<file path="src/design/lr_pkg.sv">
`timescale 1ns / 1ps

package lr_pkg;

	localparam int COORD_W = 6;
	localparam int AREA_W  = 7;
	localparam int ERR_W   = 9;
	localparam int GLYPH_W = 16;
	localparam int PAINT_W = 8;

	// depth of the command queue between classifier and walker
	localparam int QDEPTH  = 2;

	localparam logic [AREA_W-1:0] AREA_RESET = AREA_W'(64);

	// register addresses, paddr[2] selects
	localparam logic REG_AREA_WIDTH  = 1'b0;
	localparam logic REG_AREA_HEIGHT = 1'b1;

	// one classified line, normalised to major / minor axis
	typedef struct packed {
		logic                steep;
		logic [COORD_W-1:0]  maj;
		logic [COORD_W-1:0]  maj_end;
		logic [COORD_W-1:0]  min;
		logic                min_up;
		logic [COORD_W-1:0]  dmaj;
		logic [COORD_W-1:0]  dmin;
		logic [ERR_W-1:0]    err0;
		logic [GLYPH_W-1:0]  glyph;
		logic [PAINT_W-1:0]  paint;
	} line_cmd_t;

	typedef enum logic [1:0] {
		ST_IDLE = 2'b01,
		ST_WALK = 2'b10
	} walk_state_t;

endpackage

</file>
<file path="src/design/line_rasterizer.sv">
`timescale 1ns / 1ps
// A request is queued, then loaded into the walker; each point is registered on the outputs.
// A line has N points (N = longer axis span + 1, at most COORD_RANGE); the walker
// steps one point per cycle, and queued lines follow each other with no gap.
// busy is high while the two-entry command queue is full; the receiver cannot stall results.
// Reset (arst_n low): area_width and area_height return to 64, queue and walker empty.

module line_rasterizer #(
	parameter int COORD_RANGE = 64
) (
	input  logic                         clk,
	input  logic                         arst_n,
	input  logic                         start,
	output logic                         busy,
	input  logic [lr_pkg::COORD_W-1:0]   start_x,
	input  logic [lr_pkg::COORD_W-1:0]   start_y,
	input  logic [lr_pkg::COORD_W-1:0]   end_x,
	input  logic [lr_pkg::COORD_W-1:0]   end_y,
	input  logic [lr_pkg::GLYPH_W-1:0]   glyph,
	input  logic [lr_pkg::PAINT_W-1:0]   paint,
	output logic                         point_strobe,
	output logic [lr_pkg::COORD_W-1:0]   point_x,
	output logic [lr_pkg::COORD_W-1:0]   point_y,
	output logic                         visible,
	output logic [lr_pkg::GLYPH_W-1:0]   point_glyph,
	output logic [lr_pkg::PAINT_W-1:0]   point_paint,
	output logic                         final_point,
	input  logic                         psel,
	input  logic                         penable,
	input  logic                         pwrite,
	input  logic [2:0]                   paddr,
	input  logic [31:0]                  pwdata,
	output logic [31:0]                  prdata,
	output logic                         pready
);
	import lr_pkg::*;

	logic [AREA_W-1:0] area_width_q, area_height_q;
	line_cmd_t         front_cmd, head_cmd;
	logic              q_push, q_pop, q_empty, q_full, cfg_wr;

	assign pready = 1'b1;
	assign cfg_wr = psel && penable && pwrite;
	assign prdata = (paddr[2] == REG_AREA_HEIGHT) ? {25'd0, area_height_q}
	                                              : {25'd0, area_width_q};

	always_ff @(posedge clk or negedge arst_n) begin
		if (!arst_n) begin
			area_width_q  <= AREA_RESET;
			area_height_q <= AREA_RESET;
		end else if (cfg_wr) begin
			case (paddr[2])
				REG_AREA_WIDTH:  area_width_q  <= pwdata[AREA_W-1:0];
				REG_AREA_HEIGHT: area_height_q <= pwdata[AREA_W-1:0];
				default:         area_width_q  <= area_width_q;
			endcase
		end
	end

	assign busy   = q_full;
	assign q_push = start && !q_full;

	lr_front #(
		.COORD_RANGE (COORD_RANGE)
	) u_front (
		.start_x (start_x),
		.start_y (start_y),
		.end_x   (end_x),
		.end_y   (end_y),
		.glyph   (glyph),
		.paint   (paint),
		.cmd     (front_cmd)
	);

	lr_queue u_queue (
		.clk    (clk),
		.arst_n (arst_n),
		.push   (q_push),
		.wr_cmd (front_cmd),
		.pop    (q_pop),
		.rd_cmd (head_cmd),
		.empty  (q_empty),
		.full   (q_full)
	);

	lr_walker u_walker (
		.clk          (clk),
		.arst_n       (arst_n),
		.cmd          (head_cmd),
		.cmd_avail    (!q_empty),
		.cmd_pop      (q_pop),
		.area_width   (area_width_q),
		.area_height  (area_height_q),
		.point_strobe (point_strobe),
		.point_x      (point_x),
		.point_y      (point_y),
		.visible      (visible),
		.point_glyph  (point_glyph),
		.point_paint  (point_paint),
		.final_point  (final_point)
	);

endmodule

</file>
<file path="src/design/lr_front.sv">
`timescale 1ns / 1ps

module lr_front #(
	parameter int COORD_RANGE = 64
) (
	input  logic [lr_pkg::COORD_W-1:0] start_x,
	input  logic [lr_pkg::COORD_W-1:0] start_y,
	input  logic [lr_pkg::COORD_W-1:0] end_x,
	input  logic [lr_pkg::COORD_W-1:0] end_y,
	input  logic [lr_pkg::GLYPH_W-1:0] glyph,
	input  logic [lr_pkg::PAINT_W-1:0] paint,
	output lr_pkg::line_cmd_t          cmd
);
	import lr_pkg::*;

	localparam logic [COORD_W-1:0] CMAX = COORD_W'(COORD_RANGE - 1);

	logic [COORD_W-1:0] x1, y1, x2, y2;
	logic [COORD_W:0]   dx, dy;
	logic [COORD_W-1:0] adx, ady;
	logic               same_dir, steep, fwd;

	always_comb begin
		x1 = (start_x > CMAX) ? CMAX : start_x;
		y1 = (start_y > CMAX) ? CMAX : start_y;
		x2 = (end_x > CMAX) ? CMAX : end_x;
		y2 = (end_y > CMAX) ? CMAX : end_y;

		dx  = {1'b0, x2} - {1'b0, x1};
		dy  = {1'b0, y2} - {1'b0, y1};
		adx = dx[COORD_W] ? COORD_W'(-dx) : dx[COORD_W-1:0];
		ady = dy[COORD_W] ? COORD_W'(-dy) : dy[COORD_W-1:0];

		same_dir = (dx[COORD_W] && dy[COORD_W]) ||
		           (!dx[COORD_W] && dx != '0 && !dy[COORD_W] && dy != '0);
		steep    = ady > adx;
		fwd      = steep ? !dy[COORD_W] : !dx[COORD_W];

		cmd.steep  = steep;
		cmd.min_up = same_dir;
		if (steep) begin
			cmd.maj     = fwd ? y1 : y2;
			cmd.maj_end = fwd ? y2 : y1;
			cmd.min     = fwd ? x1 : x2;
			cmd.dmaj    = ady;
			cmd.dmin    = adx;
		end else begin
			cmd.maj     = fwd ? x1 : x2;
			cmd.maj_end = fwd ? x2 : x1;
			cmd.min     = fwd ? y1 : y2;
			cmd.dmaj    = adx;
			cmd.dmin    = ady;
		end
		cmd.err0  = {2'b00, cmd.dmin, 1'b0} - {3'b000, cmd.dmaj};
		cmd.glyph = glyph;
		cmd.paint = paint;
	end

endmodule

</file>
<file path="src/design/lr_queue.sv">
`timescale 1ns / 1ps

module lr_queue (
	input  logic               clk,
	input  logic               arst_n,
	input  logic               push,
	input  lr_pkg::line_cmd_t  wr_cmd,
	input  logic               pop,
	output lr_pkg::line_cmd_t  rd_cmd,
	output logic               empty,
	output logic               full
);
	import lr_pkg::*;

	localparam int AW = (QDEPTH > 1) ? $clog2(QDEPTH) : 1;

	line_cmd_t      mem_q [QDEPTH];
	logic [AW-1:0]  wr_ptr_q, rd_ptr_q;
	logic [AW:0]    count_q;

	assign empty  = (count_q == '0);
	assign full   = (count_q == (AW+1)'(QDEPTH));
	assign rd_cmd = mem_q[rd_ptr_q];

	always_ff @(posedge clk) begin
		if (push) begin
			mem_q[wr_ptr_q] <= wr_cmd;
		end
	end

	always_ff @(posedge clk or negedge arst_n) begin
		if (!arst_n) begin
			wr_ptr_q <= '0;
			rd_ptr_q <= '0;
			count_q  <= '0;
		end else begin
			if (push) begin
				wr_ptr_q <= (wr_ptr_q == AW'(QDEPTH - 1)) ? '0 : wr_ptr_q + 1'b1;
			end
			if (pop) begin
				rd_ptr_q <= (rd_ptr_q == AW'(QDEPTH - 1)) ? '0 : rd_ptr_q + 1'b1;
			end
			case ({push, pop})
				2'b10:   count_q <= count_q + 1'b1;
				2'b01:   count_q <= count_q - 1'b1;
				default: count_q <= count_q;
			endcase
		end
	end

`ifndef SYNTHESIS
	a_no_overflow: assert property (@(posedge clk) disable iff (!arst_n)
		push && !pop |-> !full)
		else $error("request pushed into full queue");
	a_no_underflow: assert property (@(posedge clk) disable iff (!arst_n)
		pop |-> !empty)
		else $error("pop from empty queue");
`endif

endmodule

</file>
<file path="src/design/lr_walker.sv">
`timescale 1ns / 1ps

module lr_walker (
	input  logic                         clk,
	input  logic                         arst_n,
	input  lr_pkg::line_cmd_t            cmd,
	input  logic                         cmd_avail,
	output logic                         cmd_pop,
	input  logic [lr_pkg::AREA_W-1:0]    area_width,
	input  logic [lr_pkg::AREA_W-1:0]    area_height,
	output logic                         point_strobe,
	output logic [lr_pkg::COORD_W-1:0]   point_x,
	output logic [lr_pkg::COORD_W-1:0]   point_y,
	output logic                         visible,
	output logic [lr_pkg::GLYPH_W-1:0]   point_glyph,
	output logic [lr_pkg::PAINT_W-1:0]   point_paint,
	output logic                         final_point
);
	import lr_pkg::*;

	walk_state_t         state_q;
	logic                steep_q, min_up_q;
	logic [COORD_W-1:0]  maj_q, maj_end_q, min_q;
	logic [ERR_W-1:0]    err_q, inc_keep_q, inc_move_q;
	logic [GLYPH_W-1:0]  glyph_q;
	logic [PAINT_W-1:0]  paint_q;

	logic                last, move, walking;
	logic [COORD_W-1:0]  cur_x, cur_y;

	logic                strobe_q, vis_q, final_q;
	logic [COORD_W-1:0]  px_q, py_q;
	logic [GLYPH_W-1:0]  pg_q;
	logic [PAINT_W-1:0]  pp_q;

	always_comb begin
		walking = (state_q == ST_WALK);
		last    = (maj_q == maj_end_q);
		// shallow lines step on err >= 0, steep ones only on err > 0
		move    = steep_q ? (!err_q[ERR_W-1] && err_q != '0) : !err_q[ERR_W-1];
		cmd_pop = cmd_avail && (!walking || last);
		cur_x   = steep_q ? min_q : maj_q;
		cur_y   = steep_q ? maj_q : min_q;
	end

	always_ff @(posedge clk or negedge arst_n) begin
		if (!arst_n) begin
			state_q <= ST_IDLE;
		end else begin
			case (state_q)
				ST_IDLE: begin
					if (cmd_avail) state_q <= ST_WALK;
				end
				ST_WALK: begin
					if (last && !cmd_avail) state_q <= ST_IDLE;
				end
				default: state_q <= ST_IDLE;
			endcase
		end
	end

	always_ff @(posedge clk) begin
		if (cmd_pop) begin
			steep_q    <= cmd.steep;
			min_up_q   <= cmd.min_up;
			maj_q      <= cmd.maj;
			maj_end_q  <= cmd.maj_end;
			min_q      <= cmd.min;
			err_q      <= cmd.err0;
			inc_keep_q <= {2'b00, cmd.dmin, 1'b0};
			inc_move_q <= {2'b00, cmd.dmin, 1'b0} - {2'b00, cmd.dmaj, 1'b0};
			glyph_q    <= cmd.glyph;
			paint_q    <= cmd.paint;
		end else if (walking) begin
			maj_q <= maj_q + 1'b1;
			if (move) begin
				min_q <= min_up_q ? min_q + 1'b1 : min_q - 1'b1;
				err_q <= err_q + inc_move_q;
			end else begin
				err_q <= err_q + inc_keep_q;
			end
		end
	end

	always_ff @(posedge clk or negedge arst_n) begin
		if (!arst_n) begin
			strobe_q <= 1'b0;
		end else begin
			strobe_q <= walking;
		end
	end

	always_ff @(posedge clk) begin
		if (walking) begin
			px_q    <= cur_x;
			py_q    <= cur_y;
			vis_q   <= ({1'b0, cur_x} < area_width) && ({1'b0, cur_y} < area_height);
			pg_q    <= glyph_q;
			pp_q    <= paint_q;
			final_q <= last;
		end
	end

	assign point_strobe = strobe_q;
	assign point_x      = px_q;
	assign point_y      = py_q;
	assign visible      = vis_q;
	assign point_glyph  = pg_q;
	assign point_paint  = pp_q;
	assign final_point  = final_q;

`ifndef SYNTHESIS
	a_walk_emits: assert property (@(posedge clk) disable iff (!arst_n)
		walking |=> point_strobe)
		else $error("walk cycle without a point");
	a_walk_bounded: assert property (@(posedge clk) disable iff (!arst_n)
		walking |-> maj_q <= maj_end_q)
		else $error("walk overran the end point");
`endif

endmodule

</file>
<file path="config.mk">
export PLATFORM = sky130hd
export DESIGN_NAME = line_rasterizer
export DESIGN_NICKNAME = d
export VERILOG_FILES = /design/src/design/lr_pkg.sv /design/src/design/line_rasterizer.sv /design/src/design/lr_front.sv /design/src/design/lr_queue.sv /design/src/design/lr_walker.sv
export SDC_FILE = /design/constraint.sdc
export NUM_CORES = 1
export LEC_CHECK = 0
export ABC_AREA = 1
export BUFFER_PORTS_ARGS = -buffer_cell sky130_fd_sc_hd__buf_2
export CAP_MARGIN = 0
export CORE_UTILIZATION = 35
export DETAILED_ROUTE_END_ITERATION = 10
export PLACE_DENSITY = 0.62
export SETUP_SLACK_MARGIN = 0.02
export SYNTH_ARGS = -nofsm -noshare
export SYNTH_HDL_FRONTEND = slang
export SYNTH_SLANG_ARGS = --single-unit
</file>
<file path="constraint.sdc">
create_clock -name clk -period 9.4 [get_ports clk]
set_input_delay 0.47 -clock clk [delete_from_list [all_inputs] [get_ports clk]]
set_output_delay 0.47 -clock clk [all_outputs]
set_load 0.01 [all_outputs]
</file>
==> flow_metrics.tcl, run 1 <==
set metrics [dict create \
    cpMostUsedCell "nand2_1" \
    grt_max_degree 79 \
    fp-row-count 68 \
    r2r_end "u_walker.inc_move_q[6]" \
    grt_pass1_vias 7657 \
    layout_common_cells "nand2_1 (306), edfxtp_1 (230), inv_1 (121)" \
    synth_seq_area_share_pct 59.8 \
    outcome "finished, final reports clean" \
    io_buffer_count 108 \
    gp_congestion 0.836 \
    rsz0062_at_grt "no" \
    cpPeakStageDelay_ns 0.73 \
    cp.arrival_ns 5.11 \
    via_count 8059 \
    cts_setup_buffers 0 \
    required_ns 9.59 \
    core_mm2 0.0347 \
    switching_power_uw 1850 \
    cts_tree "built" \
    layout_commonest_cell "nand2_1" \
    worst-path-stages 27 \
    worstMarginPinSlew_ns 0.973 \
    antenna_found_initial 0 \
    ant_nets 0 \
    r2r_cells 12 \
    p_clk_share_pct 20.8 \
    fmax_mhz 204 \
    ctsResizeCount 0 \
    h-tree-depth 1 \
    synth_ff_type "edfxtp_1" \
    cts_made_buffers 26 \
    routed_wl_um 24000 \
    netlist_instances 1186 \
    critPathCaptureType "flip-flop" \
    ys_types 54 \
    overflow 0 \
    synth-edff-count 230 \
    die_h_um 190 \
    combPwrFrac_pct 39.5 \
    drc 0 \
    p_per_area_mw_per_mm2 352 \
    ys_ff_latch 251 \
    cp_slowest_cell "o21ai_4" \
    crit_type "input port to flip-flop" \
    cts_root_buffer "clkbuf_16" \
    drv_slew 0 \
    crit_start "start_y[1]" \
    crit_end "u_queue.mem_q[1][50]" \
    dieWidth_um 190 \
    sequentialPowerShare_pct 39.8 \
    worst_hold_slack_ns 0.131 \
    async_flop_share_pct 8.37 \
    drtPass1Iterations 5 \
    hpwl_um 16300 \
    hold_viol 0 \
    cap_violations 0 \
    skew_ns 0.0119 \
    synthTopCellsByArea "edfxtp_1 (56%), nand2_1 (9.2%), ha_1 (4.8%), inv_1 (3.7%), dfrtp_1 (3.6%)" \
    hp-class "input port to flip-flop" \
    power.leakage_uw 0.00613 \
    setup_violations 0 \
    viasPerCell 4.58 \
    timing.rr.start "u_queue.rd_ptr_q" \
    tns_ns 0 \
    syn_area_mm2 0.0124 \
    dieArea_mm2 0.0363 \
    ir_drop_uv 172 \
    clkLatencyLatePin_ns 0.53 \
    cp-start-kind "input port" \
    clock_path_buffers 3 \
    synth_top_area_cell "edfxtp_1" \
    p_int_uw 3140 \
    ys.warnings.count 0 \
    post-route-min-period_ns 4.91 \
    wl_per_cell_um 13.6 \
    avgSynthCellArea_um2 10.5 \
    crit_family "compound AO/OA/AOI/OAI gates" \
    cts_num_sinks 251 \
    netlist.area_leader.share_pct 55.6 \
    start_util_pct 35.8 \
    cp_num_buf_inv 7 \
    nNetsFinal 1426 \
    antenna_cells 0 \
    finalCritPeriodShare_pct 52.3 \
    rrSetupSlack_ns 5.90 \
    drtIter0Drc 401 \
    holdBufCountCts 1 \
    max_slew_margin_pct 34.4 \
    areaGrowthSynthToFinish_pct 14.2 \
    critPathMaxFanout 43 \
    grt_first_pass_wirelength_um 38900 \
    io_pins 162 \
    switching_share_pct 37.0 \
    drive_gt1_share_pct 18.0 \
    grt_usage_pct 13.3 \
    clkSlewWorstSetupHoldPaths_ns 0.06 \
]
[worst min-delay path by stage]
stage / start / to / slack, ns / cells past startpoint
4_1_cts: glyph[5] / u_queue.mem_q[0][13] / 0.10 / 1
5_1_grt: paint[4] / u_queue.mem_q[1][4] / 0.11 / 1
3_5_place_dp: u_walker.paint_q[3] / u_walker.point_paint[3] / 0.40 / 0
6_report: paint[0] / u_queue.mem_q[1][0] / 0.13 / 1
3_3_place_gp: u_walker.glyph_q[10] / u_walker.point_glyph[10] / 0.40 / 0
2_1_floorplan: arst_n / area_height_q[0] / 0.17 / 0
[cells by family (layout without fill, tap and decap cells)]
| family | after synthesis | in the layout | share of synthesized area [%] |
|---|---|---|---|
| buffers and inverters | 198 | 293 | 7.20 |
| xor gates and xnor gates | 32 | 32 | 2.32 |
| muxes | 12 | 12 | 1.03 |
| AOI/OAI and AO/OA | 161 | 161 | 7.29 |
| adders and majority gates | 52 | 52 | 5.48 |
| and+or+nand+nor | 478 | 478 | 16.8 |
| DFF | 251 | 251 | 59.8 |
| other | 2 | 26 | 0.0604 |
[sequential cells by signal, indices dropped and copies added, names as in the netlist, 6 cells and up]
signal                count
u_walker.err_q            9
u_walker.maj_q            6
u_walker.inc_keep_q       6
u_walker.point_x          6
u_walker.maj_end_q        6
u_walker.inc_move_q       7
u_walker.point_paint      8
u_queue.mem_q           126
u_walker.min_q            6
area_height_q             7
u_walker.paint_q          8
u_walker.point_glyph     16
u_walker.glyph_q         16
area_width_q              7
u_walker.point_y          6
[Yosys cell counts (26+ instances only)]
master    count
inv_1       122
clkbuf_1     33
nand2_2      30
nand2_1     306
xor2_1       26
o21ai_0      72
nand3_1      39
buf_4        29
ha_1         48
edfxtp_1    230
a21oi_1      32
nor2_1       60
[worst register-to-register path: cells and delay by family, from the launching register on]
kind | cells | cell delay [ns]
compound gates | 4 | 0.78
xor+xnor | 1 | 0.09
fa+ha+maj | 1 | 0.29
buf+inv | 4 | 1.33
flops | 1 | 0.34
simple gates | 2 | 0.41
[stage by stage]
step           util (%)  instances  setup slack, ns  cell area, µm²  power [µW]
6_report           40.9       1760             4.49           14200        4990
5_1_grt            40.9       1760             3.85           14200        5410
4_1_cts            40.9       1760             4.51           14200        5060
3_5_place_dp       38.3       1711             3.96           13300        4010
3_3_place_gp       38.3       1711             4.04           13300        3940
2_1_floorplan         -       1210             4.99           12500        3490
[power groups by stage]
stage               clock network (µW)  logic [µW]  registers, µW
floorplan                            0        1460           2030
global placement                     0        1940           2000
detailed placement                   0        2000           2010
CTS                               1070        2010           1990
global route                      1110        2270           2020
finish                            1040        1970           1990
[per-layer routing]
metal  wire length (µm)  GRT usage [%]
met1              11400           18.1
met2              11200           22.6
met3               1030           1.71
met4                276           2.80
met5                  0              0
[layout make-up]
type / instances / area (µm²)
Clock buffer: 29 / 662
Clock inverter: 19 / 216
Fill cell: 3339 / 20500
Inverter: 130 / 490
Multi-Input combinational cell: 761 / 4220
Sequential cell: 251 / 7440
Tap cell: 455 / 569
Timing Repair Buffer: 115 / 596
Power figures use the tool's default switching activity.
==> run 2: changes to the inputs <==
==> constraint.sdc (replaced) <==
create_clock -name clk -period 4.8 [get_ports clk]
set_input_delay 0.24 -clock clk [delete_from_list [all_inputs] [get_ports clk]]
set_output_delay 0.24 -clock clk [all_outputs]
set_load 0.01 [all_outputs]
==> flow_metrics.tcl, run 2 (same netlist as run 1, synthesis figures left out) <==
set metrics [dict create \
    outcome "finished, final reports clean" \
    r2r_cells 10 \
    cp_num_buf_inv 5 \
    crit_family "simple AND/OR/NAND/NOR gates" \
    grt_first_pass_wirelength_um 39800 \
    dieArea_mm2 0.0363 \
    post-route-min-period_ns 4.04 \
    regMostFlops "u_queue.mem_q" \
    drtIter0Drc 455 \
    drc 0 \
    antenna_cells 0 \
    largest_reg_flops 126 \
    layout_common_cells "nand2_1 (306), edfxtp_1 (230), inv_1 (121)" \
    p_per_area_mw_per_mm2 670 \
    critPathCaptureType "flip-flop" \
    viasPerCell 4.58 \
    io_pins 162 \
    worstMarginPinSlew_ns 0.949 \
    grt_pass1_vias 7981 \
    areaGrowthSynthToFinish_pct 16.4 \
    holdBufCountCts 32 \
    setup_violations 0 \
    fillCellCount 3317 \
    hpwl_um 17300 \
    die_h_um 190 \
    holdPathStages 3 \
    drtPass1Iterations 5 \
    nNetsFinal 1465 \
    wl_per_cell_um 13.7 \
    cts_tree "built" \
    worst-path-stages 26 \
    final_cell_area_mm2 0.0145 \
    grt_usage_pct 13.6 \
    drive_gt1_share_pct 17.9 \
    finalCritPeriodShare_pct 84.2 \
    ant_nets 0 \
    h-tree-depth 1 \
    via_count 8221 \
    setup_slack_ns 0.760 \
    max_slew_margin_pct 36.0 \
    cts_num_sinks 251 \
    fp-row-count 68 \
    min_to "u_queue.mem_q[1][52]" \
    critPathMaxFanout 36 \
    power.leakage_uw 0.00626 \
    clkLatencyLatePin_ns 0.53 \
    cpMostUsedCell "nand2_1" \
    core_mm2 0.0347 \
    cap_violations 0 \
    gp_congestion 0.831 \
    cts_made_buffers 26 \
    cts_setup_buffers 0 \
    cp.arrival_ns 4.25 \
    io_buffer_count 108 \
    routed_wl_um 24500 \
    drv_slew 0 \
    required_ns 5.01 \
    fmax_mhz 248 \
    dpl_worst_slack_ns 0.223 \
    cpPeakStageDelay_ns 0.67 \
    start_util_pct 35.8 \
    layout_commonest_cell "nand2_1" \
    antenna_found_initial 0 \
    hp-class "input port to flip-flop" \
    ctsResizeCount 0 \
    postPlaceCellArea_mm2 0.0134 \
    tns_ns 0 \
    rrSetupSlack_ns 1.13 \
    ir_drop_uv 283 \
    dieWidth_um 190 \
    overflow 0 \
    cp-start-kind "input port" \
    hold_viol 0 \
    r2r_end "u_walker.inc_move_q[7]" \
    timing.rr.start "u_queue.rd_ptr_q" \
    hp-start "start_x[0]" \
    grt_max_degree 59 \
    skew_ns 0.0163 \
    crit_type "input port to flip-flop" \
    cts_root_buffer "clkbuf_16" \
    clock_path_buffers 3 \
    clkSlewWorstSetupHoldPaths_ns 0.06 \
    rsz0062_at_grt "no" \
    cp_slowest_cell "o21ai_4" \
]
[run 2: cell count changes in the layout (fill, tap and decap cells not counted), moves of 2 or more]
cell           delta
bufinv_16         -3
dlygate4sd3_1    +31
clkinv_1          -2
buf_4             +8
[run 2: power by group]
| group | internal (µW) | switching [µW] | leakage, µW | total (µW) |
|---|---|---|---|---|
| combinational | 1360 | 2520 | 0.00342 | 3880 |
| sequential | 3630 | 305 | 0.00245 | 3930 |
| clock | 1090 | 793 | 0.000391 | 1880 |
[run 2: area by class of cell]
cell class / count / area, µm² / area share (%)
Tap cell: 455 / 569 / 3.93
Inverter: 130 / 490 / 3.39
Timing Repair Buffer: 154 / 966 / 6.67
Sequential cell: 251 / 7440 / 51.4
Clock inverter: 12 / 91.3 / 0.631
Multi-Input combinational cell: 761 / 4220 / 29.1
Clock buffer: 31 / 701 / 4.84
[run 2: worst max-delay path by stage]
stage / start / end / slack, ns
global route: start_y[1] / u_queue.mem_q[1][47] / 0.24
finish: end_y[1] / u_queue.mem_q[1][47] / 0.76
global placement: start_y[1] / u_queue.mem_q[0][51] / 0.30
floorplan: u_walker.state_q[1] / u_queue.count_q[1] / 0.48
detailed placement: start_y[1] / u_queue.mem_q[1][47] / 0.22
CTS: start_y[1] / u_queue.mem_q[1][47] / 0.78
[run 2: worst register-to-register path, delay by kind of cell (launching register included)]
family | cells | cell delay [ns]
AOI/OAI and AO/OA | 3 | 0.51
and+or+nand+nor | 3 | 0.65
adders and majority gates | 2 | 0.63
DFF | 1 | 0.85
buffers and inverters | 2 | 0.76
[run 2: layer usage]
| metal | GRT usage [%] | share of wire [%] |
|---|---|---|
| met5 | 0 | 0 |
| met4 | 3.91 | 2.1 |
| met3 | 1.49 | 3.8 |
| met2 | 22.9 | 47 |
| met1 | 18.4 | 47 |
[run 2: per-stage QoR]
stage	instances	hold WS (ns)	utilization [%]	total power, µW
2_1_floorplan	1210	-0.0556	-	6840
3_3_place_gp	1719	0.239	38.5	7750
3_5_place_dp	1719	0.242	38.5	7890
4_1_cts	1794	0.115	41.7	9830
5_1_grt	1794	0.133	41.7	10500
6_report	1794	0.136	41.7	9690
==> run 3: changes to the inputs <==
--- a/config.mk
+++ b/config.mk
@@ -10,7 +10,7 @@
 export CAP_MARGIN = 0
 export CORE_UTILIZATION = 35
 export DETAILED_ROUTE_END_ITERATION = 10
-export PLACE_DENSITY = 0.62
+export PLACE_DENSITY = 0.64
 export SETUP_SLACK_MARGIN = 0.02
 export SYNTH_ARGS = -nofsm -noshare
 export SYNTH_HDL_FRONTEND = slang
==> constraint.sdc (replaced) <==
create_clock -name clk -period 3.6 [get_ports clk]
set_input_delay 0.18 -clock clk [delete_from_list [all_inputs] [get_ports clk]]
set_output_delay 0.18 -clock clk [all_outputs]
set_load 0.01 [all_outputs]
==> flow_metrics.tcl, run 3 (same netlist as run 1, synthesis figures left out) <==
set metrics [dict create \
    clkLatencyLatePin_ns 0.52 \
    start_util_pct 35.8 \
    drv_slew 0 \
    die_h_um 190 \
    hpwl_um 18600 \
    antenna_cells 0 \
    dpl_worst_slack_ns -0.293 \
    viasPerCell 4.53 \
    ir_drop_uv 427 \
    fp-row-count 68 \
    io_pins 162 \
    cp-start-kind "input port" \
    grt_first_pass_wirelength_um 40500 \
    grt_pass1_vias 8006 \
    drc 0 \
    postPlaceCellArea_mm2 0.0142 \
    rsz0062_at_grt "yes" \
    areaGrowthSynthToFinish_pct 24.1 \
    path_cells "buf_2, inv_1, ha_2, fa_1, ha_2, nor2_2, xor2_1, inv_1, ha_1, nand2_1, o21ai_1, nand2_1, a21o_1, nand3_2, nand2_4, nand2_8, o21ai_4, buf_4, clkbuf_16, o21ai_1, inv_1, nand2_1, o21ai_0" \
    crit_type "input port to flip-flop" \
    required_ns 3.84 \
    skew_ns 0.0125 \
    placedCellCount 1816 \
    cp_num_buf_inv 6 \
    setup_slack_ns 0.260 \
    timing.rr.start "u_walker.err_q[5]" \
    setup_violations 0 \
    fillCellCount 3233 \
    ant_nets 0 \
    hp-class "input port to flip-flop" \
    wl_per_cell_um 13.5 \
    fmax_mhz 299 \
    cap_violations 0 \
    regMostFlops "u_queue.mem_q" \
    r2r_end "u_walker.err_q[8]" \
    rrSetupSlack_ns 0.47 \
    finalCritPeriodShare_pct 92.8 \
    tns_ns 0 \
    outcome "finished, final reports clean" \
    cts_tree "built" \
    antenna_found_initial 0 \
    instances_no_fill 1894 \
    cts_root_buffer "clkbuf_16" \
    gp_congestion 0.884 \
    clkSlewWorstSetupHoldPaths_ns 0.06 \
    routed_wl_um 25500 \
    cp_slowest_cell "fa_1" \
    cts_num_sinks 251 \
    holdPathStages 3 \
    drtIter0Drc 491 \
    worst_hold_slack_ns 0.124 \
    clock_path_buffers 3 \
    hold_viol 0 \
    critPathCaptureType "flip-flop" \
    p_per_area_mw_per_mm2 892 \
    post-route-min-period_ns 3.34 \
    overflow 0 \
    power.leakage_uw 0.00675 \
    dieArea_mm2 0.0363 \
    cp.arrival_ns 3.57 \
    drtPass1Iterations 5 \
    max_slew_margin_pct 31.9 \
    grt_usage_pct 13.9 \
    core_mm2 0.0347 \
    dieWidth_um 190 \
    h-tree-depth 1 \
    cpPeakStageDelay_ns 0.47 \
    worstMarginPinSlew_ns 1.01 \
    critPathMaxFanout 16 \
    layout_commonest_cell "nand2_1" \
    hp-start "start_y[2]" \
    drive_gt1_share_pct 25.4 \
    cts_made_buffers 24 \
    via_count 8580 \
    r2r_cells 16 \
    final_cell_area_mm2 0.0154 \
    min_to "u_queue.mem_q[1][54]" \
    largest_reg_flops 126 \
    grt_max_degree 61 \
    layout_common_cells "nand2_1 (301), edfxtp_1 (230), inv_1 (114)" \
    io_buffer_count 108 \
    crit_family "adder cells" \
    nNetsFinal 1562 \
]
==> run 3: cell count changes in the layout (fill, tap and decap cells not counted), moves of 5 or more <==
cell,before,now
buf_4,14,106
inv_1,121,114
inv_2,5,12
o21ai_0,72,66
ha_1,48,43
nand2_1,306,301
==> run 3: worst max path at each step <==
stage	from	to	cells past startpoint
floorplan	u_queue.count_q[1]	u_queue.mem_q[0][0]	3
CTS	end_x[0]	u_queue.mem_q[1][51]	21
finish	end_x[0]	u_queue.mem_q[1][60]	23
global route	end_y[1]	u_queue.mem_q[1][60]	30
detailed placement	end_x[0]	u_queue.mem_q[0][51]	21
global placement	end_y[1]	u_queue.mem_q[0][46]	28
==> run 3: through the flow <==
step / util, % / power [µW]
final: 44.4 / 13800
after global placement: 41.0 / 11000
after detailed placement: 41.0 / 11200
after global routing: 44.4 / 14800
after floorplan: - / 9220
after CTS: 44.2 / 13800
==> run 3: repair_timing <==
action                                  in CTS  in global routing
gates resized for setup                      0                 14
hold buffers                                32                  0
endpoints found under the hold margin       83                  0
buffers inserted                             0                  1
endpoints found under the setup margin       0                 46
==> run 3: cell type report <==
class	count	area, µm²	share of cell area [%]
Clock buffer	32	652	4.23
Tap cell	455	569	3.69
Timing Repair Buffer	253	1790	11.6
Inverter	130	490	3.18
Clock inverter	12	144	0.933
Sequential cell	251	7440	48.2
Multi-Input combinational cell	761	4340	28.2
==> run 3: where the power goes <==
group	switching [µW]	internal, µW
Sequential	379	4840
Combinational	3610	2400
Clock	1040	1490
Total	5030	8730
==> run 3: worst min-delay path, delay by kind of cell <==
family | cells | cell delay, ns
AO/OA/AOI/OAI | 1 | 0.08
AND/OR/NAND/NOR | 1 | 0.13
buffers and inverters | 1 | 0.11
==> run 3: metal layers <==
metal / vias to the layer above / global-route usage, % / share of wire [%]
met1: 3958 / 19.2 / 48
met4: 0 / 3.57 / 1.7
met3: 32 / 1.40 / 4.3
li1: 4402 / - / -
met2: 188 / 23.2 / 46
met5: - / 0 / 0
